[src/rtl/u8va_pkg.sv]
// Package for the UTF-8 Vietnamese to ASCII converter.
// Holds the decoder phase type, the queue entry type and the shared QMARK constant.
package u8va_pkg;

    typedef enum logic [2:0] {
        PH_IDLE = 3'd0,
        PH_SKIP = 3'd1,
        PH_C3   = 3'd2,
        PH_C4   = 3'd3,
        PH_C6   = 3'd4,
        PH_E1A  = 3'd5,
        PH_E1B  = 3'd6
    } phase_t;

    // One decoded input word: up to two characters, or a bare end marker.
    typedef struct packed {
        logic       two;
        logic       v0;
        logic [6:0] ch0;
        logic [6:0] ch1;
        logic       fin;
    } entry_t;

    localparam logic [6:0] QMARK = 7'h3F;

endpackage

[src/rtl/u8va_front.sv]
// Front end: accepts input words, runs the UTF-8 decode state machine and
// pushes one entry per word that yields output. Depends on u8va_pkg.
module u8va_front (
    input  logic              aclk,
    input  logic              aresetn,
    input  logic [7:0]        in_byte,
    input  logic              in_fin,
    input  logic              in_accept,
    output logic              push,
    output u8va_pkg::entry_t  push_entry
);
    import u8va_pkg::*;

    phase_t     phase_reg, phase_next;
    logic [7:0] held_reg, held_next;
    logic [1:0] n;
    logic [6:0] c0, c1;
    logic       is_lead, is_cont;

    function automatic logic [6:0] map_c3(input logic [7:0] b);
        logic [6:0] r;
        r = QMARK;
        if (b >= 8'h80 && b <= 8'h85) r = 7'h41;
        if (b >= 8'hA0 && b <= 8'hA5) r = 7'h61;
        if (b >= 8'h88 && b <= 8'h8B) r = 7'h45;
        if (b >= 8'hA8 && b <= 8'hAB) r = 7'h65;
        if (b >= 8'h8C && b <= 8'h8F) r = 7'h49;
        if (b >= 8'hAC && b <= 8'hAF) r = 7'h69;
        if (b >= 8'h92 && b <= 8'h96) r = 7'h4F;
        if (b >= 8'hB2 && b <= 8'hB6) r = 7'h6F;
        if (b >= 8'h99 && b <= 8'h9C) r = 7'h55;
        if (b >= 8'hB9 && b <= 8'hBC) r = 7'h75;
        if (b == 8'h9D) r = 7'h59;
        if (b == 8'hBD || b == 8'hBF) r = 7'h79;
        return r;
    endfunction

    function automatic logic [6:0] map_c4(input logic [7:0] b);
        logic [6:0] r;
        r = QMARK;
        if (b == 8'h82) r = 7'h41;
        if (b == 8'h83) r = 7'h61;
        if (b == 8'h90) r = 7'h44;
        if (b == 8'h91) r = 7'h64;
        return r;
    endfunction

    function automatic logic [6:0] map_c6(input logic [7:0] b);
        logic [6:0] r;
        r = QMARK;
        if (b == 8'hA0) r = 7'h4F;
        if (b == 8'hA1) r = 7'h6F;
        if (b == 8'hAF) r = 7'h55;
        if (b == 8'hB0) r = 7'h75;
        return r;
    endfunction

    function automatic logic [6:0] map_e1(input logic [7:0] b2, input logic [7:0] b3);
        logic [12:0] cp;
        logic [6:0]  r;
        logic        lo;
        cp = {1'b1, b2[5:0], b3[5:0]};
        lo = cp[0];
        r  = QMARK;
        if (cp >= 13'h1EA0 && cp <= 13'h1EB7) r = lo ? 7'h61 : 7'h41;
        if (cp >= 13'h1EB8 && cp <= 13'h1EC7) r = lo ? 7'h65 : 7'h45;
        if (cp >= 13'h1EC8 && cp <= 13'h1ECB) r = lo ? 7'h69 : 7'h49;
        if (cp >= 13'h1ECC && cp <= 13'h1EE3) r = lo ? 7'h6F : 7'h4F;
        if (cp >= 13'h1EE4 && cp <= 13'h1EF1) r = lo ? 7'h75 : 7'h55;
        if (cp >= 13'h1EF2 && cp <= 13'h1EF9) r = lo ? 7'h79 : 7'h59;
        return r;
    endfunction

    always_ff @(posedge aclk) begin
        if (!aresetn) begin
            phase_reg <= PH_IDLE;
            held_reg  <= 8'h00;
        end else if (in_accept) begin
            phase_reg <= phase_next;
            held_reg  <= held_next;
        end
    end

    assign is_cont = (in_byte[7:6] == 2'b10);
    assign is_lead = (in_byte == 8'hC3) || (in_byte == 8'hC4) ||
                     (in_byte == 8'hC6) || (in_byte == 8'hE1);

    always_comb begin
        n          = 2'd0;
        c0         = 7'd0;
        c1         = 7'd0;
        phase_next = phase_reg;
        held_next  = held_reg;
        unique case (phase_reg)
            PH_C3: begin
                n = 2'd1; c0 = map_c3(in_byte); phase_next = PH_IDLE;
            end
            PH_C4: begin
                n = 2'd1; c0 = map_c4(in_byte); phase_next = PH_IDLE;
            end
            PH_C6: begin
                n = 2'd1; c0 = map_c6(in_byte); phase_next = PH_IDLE;
            end
            PH_E1A: begin
                if (in_fin) begin
                    n = 2'd1;
                    c0 = QMARK;
                    phase_next = PH_SKIP;
                    if (!is_cont) begin
                        n  = 2'd2;
                        c1 = in_byte[7] ? QMARK : in_byte[6:0];
                    end
                end else begin
                    held_next  = in_byte;
                    phase_next = PH_E1B;
                end
            end
            PH_E1B: begin
                n = 2'd1; c0 = map_e1(held_reg, in_byte); phase_next = PH_IDLE;
            end
            default: begin
                if (!(phase_reg == PH_SKIP && is_cont)) begin
                    if (!in_byte[7]) begin
                        n = 2'd1; c0 = in_byte[6:0]; phase_next = PH_IDLE;
                    end else if (is_lead && !in_fin) begin
                        unique case (in_byte)
                            8'hC3:   phase_next = PH_C3;
                            8'hC4:   phase_next = PH_C4;
                            8'hC6:   phase_next = PH_C6;
                            default: phase_next = PH_E1A;
                        endcase
                    end else begin
                        n = 2'd1; c0 = QMARK; phase_next = PH_SKIP;
                    end
                end
            end
        endcase
        if (in_fin) begin
            phase_next = PH_IDLE;
            held_next  = 8'h00;
        end
    end

    assign push           = in_accept && ((n != 2'd0) || in_fin);
    assign push_entry.two = (n == 2'd2);
    assign push_entry.v0  = (n != 2'd0);
    assign push_entry.ch0 = c0;
    assign push_entry.ch1 = c1;
    assign push_entry.fin = in_fin;

endmodule

[src/rtl/u8va_queue.sv]
// Small FIFO of decoded entries between the front end and the output side.
// Depends on u8va_pkg for the entry type.
module u8va_queue #(
    parameter int ADDR_W = 2
) (
    input  logic              aclk,
    input  logic              aresetn,
    input  logic              push,
    input  u8va_pkg::entry_t  push_entry,
    input  logic              pop,
    output u8va_pkg::entry_t  head,
    output logic              empty,
    output logic              full
);
    import u8va_pkg::*;

    localparam int DEPTH = 1 << ADDR_W;

    entry_t            mem [DEPTH];
    logic [ADDR_W-1:0] wr_reg, rd_reg;
    logic [ADDR_W:0]   count_reg, count_next;

    always_ff @(posedge aclk) begin
        if (push) begin
            mem[wr_reg] <= push_entry;
        end
    end

    always_ff @(posedge aclk) begin
        if (!aresetn) begin
            wr_reg    <= '0;
            rd_reg    <= '0;
            count_reg <= '0;
        end else begin
            if (push) wr_reg <= wr_reg + 1'b1;
            if (pop)  rd_reg <= rd_reg + 1'b1;
            count_reg <= count_next;
        end
    end

    always_comb begin
        count_next = count_reg;
        if (push && !pop) count_next = count_reg + 1'b1;
        if (pop && !push) count_next = count_reg - 1'b1;
    end

    assign head  = mem[rd_reg];
    assign empty = (count_reg == '0);
    assign full  = (count_reg == (ADDR_W + 1)'(DEPTH));

endmodule

[src/rtl/u8va_back.sv]
// Output side: splits queue entries into result words and holds them in an
// output register until taken. Depends on u8va_pkg for the entry type.
module u8va_back (
    input  logic              aclk,
    input  logic              aresetn,
    input  u8va_pkg::entry_t  head,
    input  logic              empty,
    output logic              pop,
    output logic              m_tvalid,
    input  logic              m_tready,
    output logic [7:0]        m_tdata,
    output logic              m_tlast,
    output logic              m_tuser
);
    import u8va_pkg::*;

    logic       valid_reg;
    logic       sub_reg, sub_next;
    logic [7:0] data_reg, data_next;
    logic       last_reg, last_next;
    logic       user_reg, user_next;
    logic       load;

    assign load = !empty && (!valid_reg || m_tready);

    always_comb begin
        sub_next  = sub_reg;
        pop       = 1'b0;
        data_next = data_reg;
        last_next = last_reg;
        user_next = user_reg;
        if (load) begin
            if (head.two && !sub_reg) begin
                data_next = {1'b1, head.ch0};
                last_next = 1'b0;
                user_next = 1'b0;
                sub_next  = 1'b1;
            end else begin
                data_next = sub_reg ? {1'b1, head.ch1} : {head.v0, head.ch0};
                last_next = 1'b1;
                user_next = head.fin;
                sub_next  = 1'b0;
                pop       = 1'b1;
            end
        end
    end

    always_ff @(posedge aclk) begin
        if (!aresetn) begin
            valid_reg <= 1'b0;
            sub_reg   <= 1'b0;
        end else begin
            sub_reg <= sub_next;
            if (load) begin
                valid_reg <= 1'b1;
            end else if (m_tready) begin
                valid_reg <= 1'b0;
            end
        end
    end

    always_ff @(posedge aclk) begin
        data_reg <= data_next;
        last_reg <= last_next;
        user_reg <= user_next;
    end

    assign m_tvalid = valid_reg;
    assign m_tdata  = data_reg;
    assign m_tlast  = last_reg;
    assign m_tuser  = user_reg;

endmodule

[src/rtl/utf8_vietnamese_to_ascii_core.sv]
// UTF-8 Vietnamese to ASCII converter, top level. Uses u8va_front, u8va_queue
// and u8va_back. Takes one input word per cycle while the entry queue has room.
// A result is written into the queue and then into the output register; a word
// that yields two results holds the output side for two result words, so the
// sustained output rate is one result word per cycle while m_tready is high.
// Reset is synchronous and active low: decoder, queue pointers and output valid clear.
module utf8_vietnamese_to_ascii_core #(
    parameter int QUEUE_ADDR_W = 2
) (
    input  logic       aclk,
    input  logic       aresetn,
    input  logic       s_tvalid,
    output logic       s_tready,
    input  logic [7:0] s_tdata,   // in_byte[7:0]
    input  logic       s_tlast,   // is_final
    output logic       m_tvalid,
    input  logic       m_tready,
    output logic [7:0] m_tdata,   // out_char[6:0], char_valid[7]
    output logic       m_tlast,   // run_last
    output logic       m_tuser    // string_end
);
    import u8va_pkg::*;

    entry_t push_entry, head;
    logic   push, pop, empty, full, in_accept;

    assign s_tready  = !full;
    assign in_accept = s_tvalid && !full;

    u8va_front u_front (
        .aclk       (aclk),
        .aresetn    (aresetn),
        .in_byte    (s_tdata),
        .in_fin     (s_tlast),
        .in_accept  (in_accept),
        .push       (push),
        .push_entry (push_entry)
    );

    u8va_queue #(
        .ADDR_W (QUEUE_ADDR_W)
    ) u_queue (
        .aclk       (aclk),
        .aresetn    (aresetn),
        .push       (push),
        .push_entry (push_entry),
        .pop        (pop),
        .head       (head),
        .empty      (empty),
        .full       (full)
    );

    u8va_back u_back (
        .aclk     (aclk),
        .aresetn  (aresetn),
        .head     (head),
        .empty    (empty),
        .pop      (pop),
        .m_tvalid (m_tvalid),
        .m_tready (m_tready),
        .m_tdata  (m_tdata),
        .m_tlast  (m_tlast),
        .m_tuser  (m_tuser)
    );

endmodule

[config.mk]
export PLATFORM = sky130hd
export DESIGN_NAME = utf8_vietnamese_to_ascii_core
export DESIGN_NICKNAME = d
export VERILOG_FILES = /design/src/rtl/u8va_pkg.sv /design/src/rtl/u8va_front.sv /design/src/rtl/u8va_queue.sv /design/src/rtl/u8va_back.sv /design/src/rtl/utf8_vietnamese_to_ascii_core.sv
export SDC_FILE = /design/constraint.sdc
export NUM_CORES = 1
export LEC_CHECK = 0
export BUFFER_PORTS_ARGS = -buffer_cell sky130_fd_sc_hd__buf_2
export CORE_MARGIN = 1.5
export CORE_UTILIZATION = 55
export DETAILED_ROUTE_END_ITERATION = 12
export PLACE_DENSITY_LB_ADDON = 0.2
export REMOVE_ABC_BUFFERS = 1
export SETUP_SLACK_MARGIN = 0.02
export SYNTH_ARGS = -nofsm -noshare
export SYNTH_HDL_FRONTEND = slang
export SYNTH_SLANG_ARGS = --single-unit
[constraint.sdc]
create_clock -name aclk -period 2.45 [get_ports aclk]
set_input_delay 0.3675 -clock aclk [delete_from_list [all_inputs] [get_ports aclk]]
set_output_delay 0.3675 -clock aclk [all_outputs]
set_load 0.05 [all_outputs]
Yosys cells after proc, flatten, opt, wreduce, memory -nomap -nowiden
Memory sizes are Yosys's and may differ from the RTL's. A register that Yosys moved wholly into a read port is not among the register bits.
Index checks and enable logic that the tools add are counted.
- $add $sub $neg: 4
- $lt $le $gt $ge: 32
- eq/ne operators: 25
- multiplexer cells: 68
- reduce and logical (&&, ||, !) cells: 46
- operators with widths (cell ; number):
    $mux 7 ; 34
    $eq 8x8->1 const B ; 15
    $ge 8x8->1 const B ; 10
    $le 8x8->1 const B ; 10
    $ge 13x13->1 const B ; 6
    $le 13x13->1 const B ; 6
    $mux 6 ; 10
    $pmux 7 s5 ; 1
    $logic_and 1x1->1 ; 24
    $mux 3 ; 6
    $eq 3x3->1 const B ; 4
    $mux 2 ; 5
    $mux 1 ; 9
    $pmux 3 s3 ; 1
    $reduce_bool 2->1 ; 4
    $logic_not 1->1 ; 7
    $eq 3x2->1 const B ; 2
    $logic_or 1x1->1 ; 6
    $pmux 3 s2 ; 1
    $add 2x1->2 const B ; 2
    $eq 2x2->1 const B ; 2
    $ne 4x4->1 const B ; 1
    $pmux 2 s2 ; 1
    $reduce_and 2->1 ; 2
    6 further kinds ; 6
- register bits: 28
- memory bits (writable): 68
- output and inout bits: 12
- memories kept: 1
- memories (name ; depth ; bits a word ; rd ports ; clocked after memory_dff ; write ports ; RTL line ; RTL):
    u_queue.mem ; 4 ; 17 ; 1 ; 1 ; 1 ; u8va_queue.sv:19 ; entry_t mem [DEPTH];

Depth between registers and ports, before layout
Gate-level depths: netlist of run 1.
- depth in word-level cells: 15
- mapped depth: 12
- depth with buffers taken out: 11

Modules after synthesis
From an unflattened synthesis of run 1, not the netlist that was laid out.
- cell total of the unflattened synthesis: 390
- area, all modules: 5051.1 sq um
- by module, submodules not included (module ; instances ; cells each ; area an instance (sq um)):
    u8va_queue ; 1 ; 135 ; 2942.8
    u8va_front ; 1 ; 222 ; 1587.8
    u8va_back ; 1 ; 31 ; 510.5
    utf8_vietnamese_to_ascii_core ; 1 ; 2 ; 10.0

Worst setup path before layout of run 1
Ideal clock, no wire load.
- path kind: input port to flip-flop
- start: input port s_tdata[2]
- end: register u_queue.count_reg[2]
- setup time: 0.076 ns
- arrival: 2.482 ns
- data required time: 2.374 ns
- setup slack: -0.108 ns
- stages on the path: 12
- path buffers: 1
- cells stage by stage: buf_4 nand2b_1 o22ai_1 o2bb2ai_2 a31oi_4 inv_1 ha_1 inv_1 fa_1 xor2_1 or3_1 a21boi_0
- cells in the longest elaborated chain, start to end: 15
- elaborated cells on any way between the ends: 20
- classes of those cells: eq/ne: 4; mux: 5; reduce/logical: 11
- ends and longest elaborated chain (what ; RTL line ; RTL):
    start, declared ; utf8_vietnamese_to_ascii_core.sv:14 ; input logic [7:0] s_tdata,
    $eq 8x8->1 ; u8va_front.sv:85 ; assign is_lead = (in_byte == 8'hC3) || (in_byte == 8'hC4) ||
    $logic_or 1x1->1 (2 in a row) ; u8va_front.sv:85 ;
    $logic_or 1x1->1 (*) ; u8va_front.sv:86 ; (in_byte == 8'hC6) || (in_byte == 8'hE1);
    $logic_and 1x1->1 (*) ; u8va_front.sv:125 ; end else if (is_lead && !in_fin) begin
    $mux 1 (*) ; u8va_front.sv:125 ;
    $mux 1 (*) ; u8va_front.sv:123 ; if (!in_byte[7]) begin
    $mux 2 (*) ; u8va_front.sv:122 ; if (!(phase_reg == PH_SKIP && is_cont)) begin
    $pmux 2 s2 (*) ; u8va_front.sv:94 ; unique case (phase_reg)
    $reduce_bool 2->1 (*) ; u8va_front.sv:144 ; assign push = in_accept && ((n != 2'd0) || in_fin);
    $logic_or 1x1->1 (*) ; u8va_front.sv:144 ;
    $logic_and 1x1->1 (*) ; u8va_front.sv:144 ;
    $logic_not 1->1 ; u8va_queue.sv:44 ; if (pop && !push) count_next = count_reg - 1'b1;
    $logic_and 1x1->1 ; u8va_queue.sv:44 ;
    $mux 3 or $reduce_bool 2->1 (tied branches) ; n/a ;
    end signal, assigned ; u8va_queue.sv:37 ; count_reg <= count_next;
    end, declared ; u8va_queue.sv:21 ; logic [ADDR_W:0] count_reg, count_next;
Every way passes the cells marked *; elsewhere a longest branch is shown, timed or not.
A chain may end at the register's enable or synchronous reset.

==> results of run 1 <==
## logic make-up after synthesis
| family | count (synthesis) | synth area share |
|---|---|---|
| compound gates | 81 | 0.1170 |
| xor+xnor | 8 | 0.01400 |
| fa+ha+maj | 6 | 0.01650 |
| buf+inv | 43 | 0.04550 |
| flops | 98 | 0.5480 |
| mux | 26 | 0.1000 |
| simple gates | 138 | 0.1590 |
## routing by layer
| metal | up-vias | track usage | part of all wire |
|---|---|---|---|
| li1 | 1601 | - | - |
| met1 | 1633 | 0.2932 | 0.43 |
| met2 | 113 | 0.3825 | 0.49 |
| met3 | 24 | 0.04581 | 0.049 |
| met4 | 0 | 0.07801 | 0.025 |
| met5 | - | 0 | 0 |
## final timing paths
check / start / to / slack (ps) / cells after the start
worst max-delay path: u_queue.mem[3][16] / u_queue.count_reg[2] / 110 / 9
worst min-delay path: m_tready / u_back.m_tvalid / 270 / 4
worst max register to register: u_queue.mem[3][16] / u_queue.count_reg[2] / 110 / 9
worst min register to register: u_back.m_tvalid / u_back.m_tvalid / 480 / 2
## placed cells by master, fill, tap and decap left out, drive strengths merged, types with 15 or more instances in the layout
cell type / Yosys / layout
o21ai: 16 / 16
and2: 15 / 15
edfxtp: 78 / 78
inv: 15 / 18
dfxtp: 20 / 20
buf: 20 / 55
nor2b: 18 / 18
nand2: 20 / 20
mux4: 17 / 17
nor2: 29 / 29
## area by class of cell
cell class | count | area, sq um
flip-flops and latches | 98 | 2744
well taps | 108 | 135.1
multi-input cells | 259 | 2051
repair buffers | 55 | 352.8
fillers | 689 | 3224
inverters | 15 | 56.30
clock buffers | 10 | 127.6
clock inverters | 6 | 72.57
## worst reg2reg max path: cells and delay by family (launching register included)
family | cells | cell delay [ps]
xor+xnor | 1 | 150
flops | 1 | 390
fa+ha+maj | 2 | 480
buf+inv | 1 | 40
mux | 1 | 500
compound gates | 1 | 130
simple gates | 3 | 590
## repair_timing
item	CTS	global route
buffers inserted	2	0
endpoints found under the setup margin	1	15
pin swaps	1	1
hold buffers	0	0
gates resized for setup	4	2
## power groups by stage
stage               sequential [W]  combinational [W]  clock [W]
CTS                        0.00228            0.00175    0.00108
floorplan                  0.00269           0.000835          0
global route               0.00230            0.00189    0.00115
finish                     0.00227            0.00172    0.00106
global placement           0.00230            0.00166          0
detailed placement         0.00232            0.00169          0
## stage by stage
stage | power, W | std cells | TNS (ps) | utilization | cell area, sq um
floorplan | 0.003523 | 372 | -811.9 | - | 4833
global placement | 0.003957 | 533 | -25.80 | 0.6055 | 5306
detailed placement | 0.004003 | 533 | -85.30 | 0.6055 | 5306
CTS | 0.005106 | 551 | 0 | 0.6316 | 5535
global route | 0.005349 | 551 | 0 | 0.6321 | 5539
finish | 0.005056 | 551 | 0 | 0.6321 | 5539
==> impl_metrics.env, run 1 <==
export IMPL_slew_limit_headroom=0.4601
export IMPL_max_freq_ghz=0.4281
export IMPL_ir_drop_mv=0.4774
export IMPL_globalRouteTotalUtil=0.2267
export IMPL_fin_crit_sh=0.9535
export IMPL_htreeDepth=3
export IMPL_rsz0062_at_grt="yes"
export IMPL_clk_pin_slew_worst_paths_ps=100
export IMPL_max_cap_violations=0
export IMPL_worst_skew_pair_late_latency_ps=360
export IMPL_drc=0
export IMPL_antenna_found_initial=0
export IMPL_criticalPathCategory="reg -> reg"
export IMPL_area_growth_syn_to_layout_pct=10.67
export IMPL_ios=25
export IMPL_grt_pass1_vias=3341
export IMPL_hold_class="in -> reg"
export IMPL_p_leak_nw=1.898
export IMPL_initial_utilization=0.5711
export IMPL_worstPathRequired_ps=2750
export IMPL_antenna_left=0
export IMPL_combPwrFrac=0.341
export IMPL_cts_buffers=9
export IMPL_grt_pass1_wl_microns=17010
export IMPL_ys_ff_latch=98
export IMPL_status="completed"
export IMPL_slowest_delay_ps=500
export IMPL_dr_pass1_iters=5
export IMPL_synth_most_common_cell="edfxtp_1"
export IMPL_path_delay_family="simple AND/OR/NAND/NOR gates"
export IMPL_tightestPinTransition_ps=809.8
export IMPL_synth_area_top_cells="edfxtp_1 47%, dfxtp_1 8.0%, mux4_2 5.4%"
export IMPL_die_w_microns=98.39
export IMPL_final_hold_violation_count=0
export IMPL_row_count=34
export IMPL_syn_area_sq_um=5005
export IMPL_drive_above_1_share=0.2483
export IMPL_clk_path_buf_depth=2
export IMPL_syn_area_per_cell_sq_um=12.51
export IMPL_hold_worst_slack_ps=272.1
export IMPL_yosysTopAreaCellShare=0.4680
export IMPL_cp_start_kind="register"
export IMPL_netlist_top_cells_count="78 x edfxtp_1, 28 x nor2_1, 20 x dfxtp_1, 19 x nand2_1, 17 x nor2b_1"
export IMPL_die_area_sq_um=9681
export IMPL_place_ws_ps=-85.30
export IMPL_place_gp_congestion=0.9526
export IMPL_report_final_slew_viol_count=0
export IMPL_synthCells=400
export IMPL_dp_hpwl_microns=7253
export IMPL_p_sw_w=0.001705
export IMPL_synth_top_area_cell="edfxtp_1"
export IMPL_drt_iter0_markers=219
export IMPL_swShare=0.3373
export IMPL_grt_ovfl_total=0
export IMPL_die_height_microns=98.39
export IMPL_root_buffer="clkbuf_8"
export IMPL_port_buffers=24
export IMPL_intPower_w=0.003351
export IMPL_setup_ws_ps=113.9
export IMPL_wirelength_microns=10270
export IMPL_endpoint_kind="register"
export IMPL_fin_nets=457
export IMPL_num_vias=3371
export IMPL_core_sq_um=8763
export IMPL_cts_tree="built"
export IMPL_finClkSkew_ps=13.81
export IMPL_grt_max_degree=25
export IMPL_diodes=0
export IMPL_seqPwrFrac=0.450
export IMPL_viasPerCell=6.118
export IMPL_power_density_nw_per_um2=912.8
export IMPL_yosysWarnings=0
export IMPL_wl_per_cell_microns=18.63
export IMPL_clkSinkCount=98
export IMPL_crit_buf_inv=1
export IMPL_setup_violations_final=0
export IMPL_largest_reg_flops=68
export IMPL_yosysSeqAreaShare=0.5480
export IMPL_worstPathArrival_ps=2640
export IMPL_path_max_fanout=2
export IMPL_async_flop_share=0
export IMPL_cp_slowest_cell="mux4_2"
export IMPL_synth_cell_types=74
export IMPL_yosys_most_used_dff="edfxtp_1"
export IMPL_cp_cell_sequence="mux4_2 > nor2b_4 > nor2_4 > ha_4 > inv_1 > fa_2 > xor2_1 > or3_1 > a21boi_1"
export IMPL_finalWorstPathRequiredPeriod_ps=2336
export IMPL_synth_edf_count=78
export IMPL_clkPwrFrac=0.209
No activity file was read; power rests on OpenSTA's default activity.
==> run 2: changes to the inputs <==
--- a/config.mk
+++ b/config.mk
@@ -5,10 +5,12 @@
 export SDC_FILE = /design/constraint.sdc
 export NUM_CORES = 1
 export LEC_CHECK = 0
+export ABC_AREA = 1
 export BUFFER_PORTS_ARGS = -buffer_cell sky130_fd_sc_hd__buf_2
 export CORE_MARGIN = 1.5
 export CORE_UTILIZATION = 55
 export DETAILED_ROUTE_END_ITERATION = 12
+export GPL_ROUTABILITY_DRIVEN = 0
 export PLACE_DENSITY_LB_ADDON = 0.2
 export REMOVE_ABC_BUFFERS = 1
 export SETUP_SLACK_MARGIN = 0.02
==> constraint.sdc (replaced) <==
create_clock -name aclk -period 3 [get_ports aclk]
set_input_delay 0.45 -clock aclk [delete_from_list [all_inputs] [get_ports aclk]]
set_output_delay 0.45 -clock aclk [all_outputs]
set_load 0.05 [all_outputs]
==> run 2 against run 1 <==
Global-route usage grew 2.3 points. Non-clock buffer count down 18. Sequential power fell by 21%. Power is 22% lower. Sequential share of layout area down 0.58 points. Critical path depth rose by 7. Area after synthesis up 3.6%. Flip-flop and latch count unchanged. Hold slack better by 93 ps. Wire length rose by 15%. Critical path type is now in -> reg. Critical endpoint unchanged.
==> impl_metrics.env, run 2 <==
export IMPL_status="completed"
export IMPL_setup_violations_final=0
export IMPL_worst_skew_pair_late_latency_ps=360
export IMPL_power_density_nw_per_um2=701.1
export IMPL_num_vias=4131
export IMPL_drive_above_1_share=0.1616
export IMPL_min_path_cells=1
export IMPL_fill_cells=798
export IMPL_hold_class="in -> reg"
export IMPL_viasPerCell=5.659
export IMPL_root_buffer="clkbuf_8"
export IMPL_core_sq_um=9196
export IMPL_grt_pass1_wl_microns=19310
export IMPL_finalSetupTns_ps=0
export IMPL_grt_ovfl_total=0
export IMPL_ios=25
export IMPL_synthCells=588
export IMPL_yosysTopAreaCellShare=0.4518
export IMPL_finClkSkew_ps=14.18
export IMPL_cts_resized=0
export IMPL_netlist_top_cells_count="95 x nor2_1, 87 x nand2_1, 78 x edfxtp_1, 56 x inv_1, 56 x o21ai_0"
export IMPL_wl_per_cell_microns=16.13
export IMPL_drt_iter0_markers=401
export IMPL_path_max_fanout=17
export IMPL_yosysWarnings=0
export IMPL_async_flop_share=0
export IMPL_place_ws_ps=183.9
export IMPL_row_count=35
export IMPL_globalRouteTotalUtil=0.2492
export IMPL_setup_ws_ps=509.6
export IMPL_drc=0
export IMPL_initial_utilization=0.5637
export IMPL_finalWorstPathRequiredPeriod_ps=2490
export IMPL_grt_pass1_vias=3895
export IMPL_area_growth_syn_to_layout_pct=8.062
export IMPL_ir_drop_mv=0.3325
export IMPL_worstPathArrival_ps=2740
export IMPL_synth_top_area_cell="edfxtp_1"
export IMPL_diodes=0
export IMPL_grt_max_degree=25
export IMPL_ys_ff_latch=98
export IMPL_endpoint_kind="register"
export IMPL_synth_edf_count=78
export IMPL_mostFrequentLayoutCell="nor2_1"
export IMPL_die_area_sq_um=10020
export IMPL_fin_cells=730
export IMPL_synth_area_top_cells="edfxtp_1 45%, dfxtp_1 7.7%, nor2_1 6.9%"
export IMPL_dp_hpwl_microns=8539
export IMPL_synth_top_family_by_area="simple AND/OR/NAND/NOR gates"
export IMPL_htreeDepth=3
export IMPL_yosys_most_used_dff="edfxtp_1"
export IMPL_synth_most_common_cell="nor2_1"
export IMPL_slew_limit_headroom=0.6152
export IMPL_dr_pass1_iters=5
export IMPL_die_w_microns=100.1
export IMPL_syn_area_sq_um=5184
export IMPL_cts_tree="built"
export IMPL_synth_xor_area_share=0
export IMPL_p_leak_nw=2.207
export IMPL_max_freq_ghz=0.4015
export IMPL_report_final_slew_viol_count=0
export IMPL_power_w=0.003927
export IMPL_yosysSeqAreaShare=0.5291
export IMPL_die_height_microns=100.1
export IMPL_worstPathRequired_ps=3250
export IMPL_muxShareOfSynthArea=0
export IMPL_design_area_sq_um=5602
export IMPL_criticalPathCategory="in -> reg"
export IMPL_largest_reg_flops=68
export IMPL_cp_start_kind="input pin"
export IMPL_clkSinkCount=98
export IMPL_wirelength_microns=11770
export IMPL_fin_crit_sh=0.8301
export IMPL_tightestPinTransition_ps=575.0
export IMPL_port_buffers=24
export IMPL_synthAdderAreaFrac=0.01593
export IMPL_final_cell_mix="95 x nor2_1, 87 x nand2_1, 78 x edfxtp_1, 56 x inv_1, 56 x o21ai_0"
export IMPL_dp_cells=714
export IMPL_post_cts_buffers=0
export IMPL_clk_pin_slew_worst_paths_ps=90
export IMPL_rsz0062_at_grt="no"
export IMPL_cts_hold_buffers=0
export IMPL_antenna_left=0
export IMPL_fin_nets=633
export IMPL_post_dp_cell_area_sq_um=5395
export IMPL_synth_cell_types=43
export IMPL_cts_buffers=9
export IMPL_synth_compound_area_frac=0.1272
export IMPL_clk_path_buf_depth=2
export IMPL_syn_area_per_cell_sq_um=8.816
export IMPL_final_hold_violation_count=0
export IMPL_max_cap_violations=0
export IMPL_antenna_found_initial=0
export IMPL_synth_simple_area_share=0.2481
export IMPL_rr_worst_depth=15
-- run 2: worst max-delay path, stage by stage --
cell and delay, ps:
buf_2 270, nand2_2 160, nor2_2 160, nand3_1 120, nand3_2 100, nand2_2 60
nand2_2 110, nand4_4 110, nand2_2 120, ha_1 150, inv_1 60, fa_1 380
a21oi_1 150, o21ai_0 110, o21ai_0 170, a21oi_1 50
-- run 2: cells by family (layout without fill, tap and decap cells) --
group / Yosys count / count (layout)
adders and majority gates: 6 / 6
buffers and inverters: 90 / 121
and+or+nand+nor: 274 / 274
AOI/OAI and AO/OA: 120 / 120
DFF: 98 / 98
-- run 2: area by class of cell --
cell class / instances / area [sq um] / share of cell area
clock buffer: 9 / 123.9 / 0.02211
tap: 111 / 138.9 / 0.02479
inverter: 68 / 267.8 / 0.04780
sequential: 98 / 2743 / 0.4896
multi-input combinational: 400 / 2028 / 0.3621
timing repair buffer: 37 / 217.7 / 0.03887
clock inverter: 7 / 82.58 / 0.01474
-- run 2: path summary, 6_finish.rpt --
path / slack (ps) / from / end
worst max-delay path: 510 / s_tdata[7] / u_queue.count_reg[2]
worst min-delay path: 370 / s_tlast / u_queue.mem[0][0]
worst max register to register: 550 / u_front.phase_reg[0] / u_queue.count_reg[2]
worst min register to register: 450 / u_queue.count_reg[0] / u_queue.count_reg[0]
-- run 2: report_power, final --
| part | switching (W) | leakage [nW] | internal, W | total (W) |
|---|---|---|---|---|
| Combinational | 0.000915 | 1.23 | 0.000339 | 0.00125 |
| Clock | 0.000469 | 0.0984 | 0.000398 | 0.000868 |
| Sequential | 0.0000801 | 0.882 | 0.00172 | 0.00180 |
| Total | 0.00146 | 2.21 | 0.00246 | 0.00393 |
-- run 2: metal layers --
layer,global-route usage,routed length (microns),vias to the layer above,part of all wire
met1,0.3410,5195,1879,0.44
met3,0.03830,716,22,0.061
met5,0,0,-,0
li1,-,-,2061,-
met4,0.07584,234,0,0.020
met2,0.4123,5626,169,0.48
-- run 2: through the flow --
stage	hold WS, ps	util
floorplan	421.7	-
global placement	435.2	0.5867
detailed placement	440.2	0.5867
CTS	345.9	0.6091
global route	367.8	0.6091
finish	365.2	0.6091
==> run 3: changes to the inputs <==
==> constraint.sdc (replaced) <==
create_clock -name aclk -period 2.15 [get_ports aclk]
set_input_delay 0.3225 -clock aclk [delete_from_list [all_inputs] [get_ports aclk]]
set_output_delay 0.3225 -clock aclk [all_outputs]
set_load 0.05 [all_outputs]
==> run 3 against run 2 <==
Cell area is 9.0% higher. Critical path depth is 4 lower. Clock power is 29% higher. Global-route usage is 0.66 points higher. Clock skew is 0.95 ps lower. Critical path type is now reg -> reg. Highest routed layer unchanged.
==> impl_metrics.env, run 3 (synthesized netlist as in run 2, its figures left out) <==
export IMPL_area_growth_syn_to_layout_pct=17.74
export IMPL_fin_crit_sh=0.9542
export IMPL_drt_iter0_markers=323
export IMPL_hold_class="in -> reg"
export IMPL_grt_pass1_vias=4101
export IMPL_max_freq_ghz=0.4874
export IMPL_swShare=0.3801
export IMPL_die_height_microns=100.1
export IMPL_setup_violations_final=0
export IMPL_worst_skew_pair_late_latency_ps=360
export IMPL_antenna_left=0
export IMPL_num_vias=4320
export IMPL_grt_max_degree=25
export IMPL_grt_ovfl_total=0
export IMPL_port_buffers=24
export IMPL_htreeDepth=3
export IMPL_min_delay_start="s_tvalid"
export IMPL_report_final_slew_viol_count=0
export IMPL_worstPathRequired_ps=2210
export IMPL_final_cell_mix="93 x nor2_1, 82 x nand2_1, 78 x edfxtp_1, 62 x buf_4, 53 x inv_1"
export IMPL_cp_start_kind="register"
export IMPL_wl_per_cell_microns=15.79
export IMPL_finalWorstPathRequiredPeriod_ps=2052
export IMPL_hold_end="u_front.phase_reg[2]"
export IMPL_die_w_microns=100.1
export IMPL_min_path_cells=4
export IMPL_setup_ws_ps=98.38
export IMPL_cts_buffers=9
export IMPL_multi_input_comb_area_sq_um=2085
export IMPL_wirelength_microns=12360
export IMPL_status="completed"
export IMPL_drive_above_1_share=0.2545
export IMPL_fin_cells=783
export IMPL_die_area_sq_um=10020
export IMPL_path_max_fanout=17
export IMPL_intPower_w=0.003503
export IMPL_core_sq_um=9196
export IMPL_place_ws_ps=-260.0
export IMPL_endpoint_kind="register"
export IMPL_dp_cells=765
export IMPL_finClkSkew_ps=13.23
export IMPL_combPwrFrac=0.359
export IMPL_power_w=0.005651
export IMPL_criticalPathCategory="reg -> reg"
export IMPL_slew_limit_headroom=0.6625
export IMPL_rr_worst_depth=12
export IMPL_post_dp_cell_area_sq_um=5828
export IMPL_seqPwrFrac=0.443
export IMPL_row_count=35
export IMPL_design_area_sq_um=6103
export IMPL_dr_pass1_iters=5
export IMPL_cts_tree="built"
export IMPL_drc=0
export IMPL_antenna_found_initial=0
export IMPL_cts_hold_buffers=0
export IMPL_power_density_nw_per_um2=925.8
export IMPL_ir_drop_mv=0.4908
export IMPL_p_sw_w=0.002148
export IMPL_p_leak_nw=2.477
export IMPL_ios=25
export IMPL_r2r_start="u_front.phase_reg[0]"
export IMPL_mostFrequentLayoutCell="nor2_1"
export IMPL_worstPathArrival_ps=2120
export IMPL_fill_cells=751
export IMPL_clkSinkCount=98
export IMPL_root_buffer="clkbuf_8"
export IMPL_clkPwrFrac=0.198
export IMPL_r2r_slack_ps=100
export IMPL_grt_pass1_wl_microns=19730
export IMPL_largest_reg_flops=68
export IMPL_viasPerCell=5.517
export IMPL_rr_endpoint="u_queue.mem[1][6]"
export IMPL_tightestPinTransition_ps=502.3
export IMPL_dp_hpwl_microns=8949
export IMPL_seqCellArea_sq_um=2755
export IMPL_fin_nets=686
export IMPL_initial_utilization=0.5637
export IMPL_max_cap_violations=0
export IMPL_globalRouteTotalUtil=0.2557
export IMPL_diodes=0
export IMPL_clk_pin_slew_worst_paths_ps=100
export IMPL_clk_path_buf_depth=2
export IMPL_final_hold_violation_count=0
==> run 3: changes by cell type in the layout (fill, tap and decap cells not counted), moves of 4 or more <==
cell,before,now
buf_4,13,62
nand2_1,87,82
buf_12,0,4
dfxtp_1,20,16
nand2_2,17,21
o21ai_0,56,52
==> run 3: through the flow <==
stage                 util  hold slack (ps)  setup TNS (ps)
global route        0.6637            270.1          -23.41
floorplan                -            421.4          -15010
CTS                 0.6548            250.8               0
finish              0.6637            275.6               0
detailed placement  0.6337            438.4          -260.0
global placement    0.6337            434.8          -157.2
==> run 3: worst max-delay path by stage <==
stage,from,endpoint,slack (ps),cells past startpoint
2_1_floorplan,register,u_queue.count_reg[2],-640,13
4_1_cts,u_front.phase_reg[2],u_queue.count_reg[2],30,16
6_report,u_front.phase_reg[0],u_queue.mem[1][6],100,12
3_5_place_dp,s_tdata[6],u_queue.count_reg[2],-260,16
5_1_grt,u_front.phase_reg[2],u_queue.count_reg[2],-20,16
3_3_place_gp,s_tdata[6],u_queue.count_reg[2],-160,16
==> run 3: routing by layer <==
metal	GRT usage	vias up	share of wire
met2	0.4338	159	0.50
met1	0.3293	1979	0.43
li1	-	2159	-
met5	0	-	0
met4	0.08992	0	0.020
met3	0.04875	23	0.052
==> run 3: critical path, stage by stage, from the launching register on <==
cell and delay (ps):
dfxtp_2 370, inv_4 50, nor2_4 90, nand2_2 70, buf_4 140, nor2_2 110
inv_2 80, nand4_4 110, nand2_4 60, buf_4 140, buf_4 130, nor2_1 180
buf_12 200
==> run 3: power by group through the flow <==
stage	combinational [W]	clock [W]	sequential (W)
floorplan	0.000829	0	0.00296
global placement	0.00191	0	0.00254
detailed placement	0.00195	0	0.00255
CTS	0.00196	0.00115	0.00250
global route	0.00223	0.00122	0.00254
finish	0.00203	0.00112	0.00251
==> run 3: area by class of cell <==
class,instances,share of cell area
Sequential cell,98,0.4514
Inverter,68,0.04428
Tap cell,111,0.02276
Timing Repair Buffer,90,0.1091
Multi-Input combinational cell,400,0.3415
Clock buffer,10,0.02091
Clock inverter,6,0.01005
==> run 3: timing repair <==
item,CTS,global route
pin swaps,0,6
setup endpoints to repair,2,2
setup buffers,0,2
resized for setup,6,24
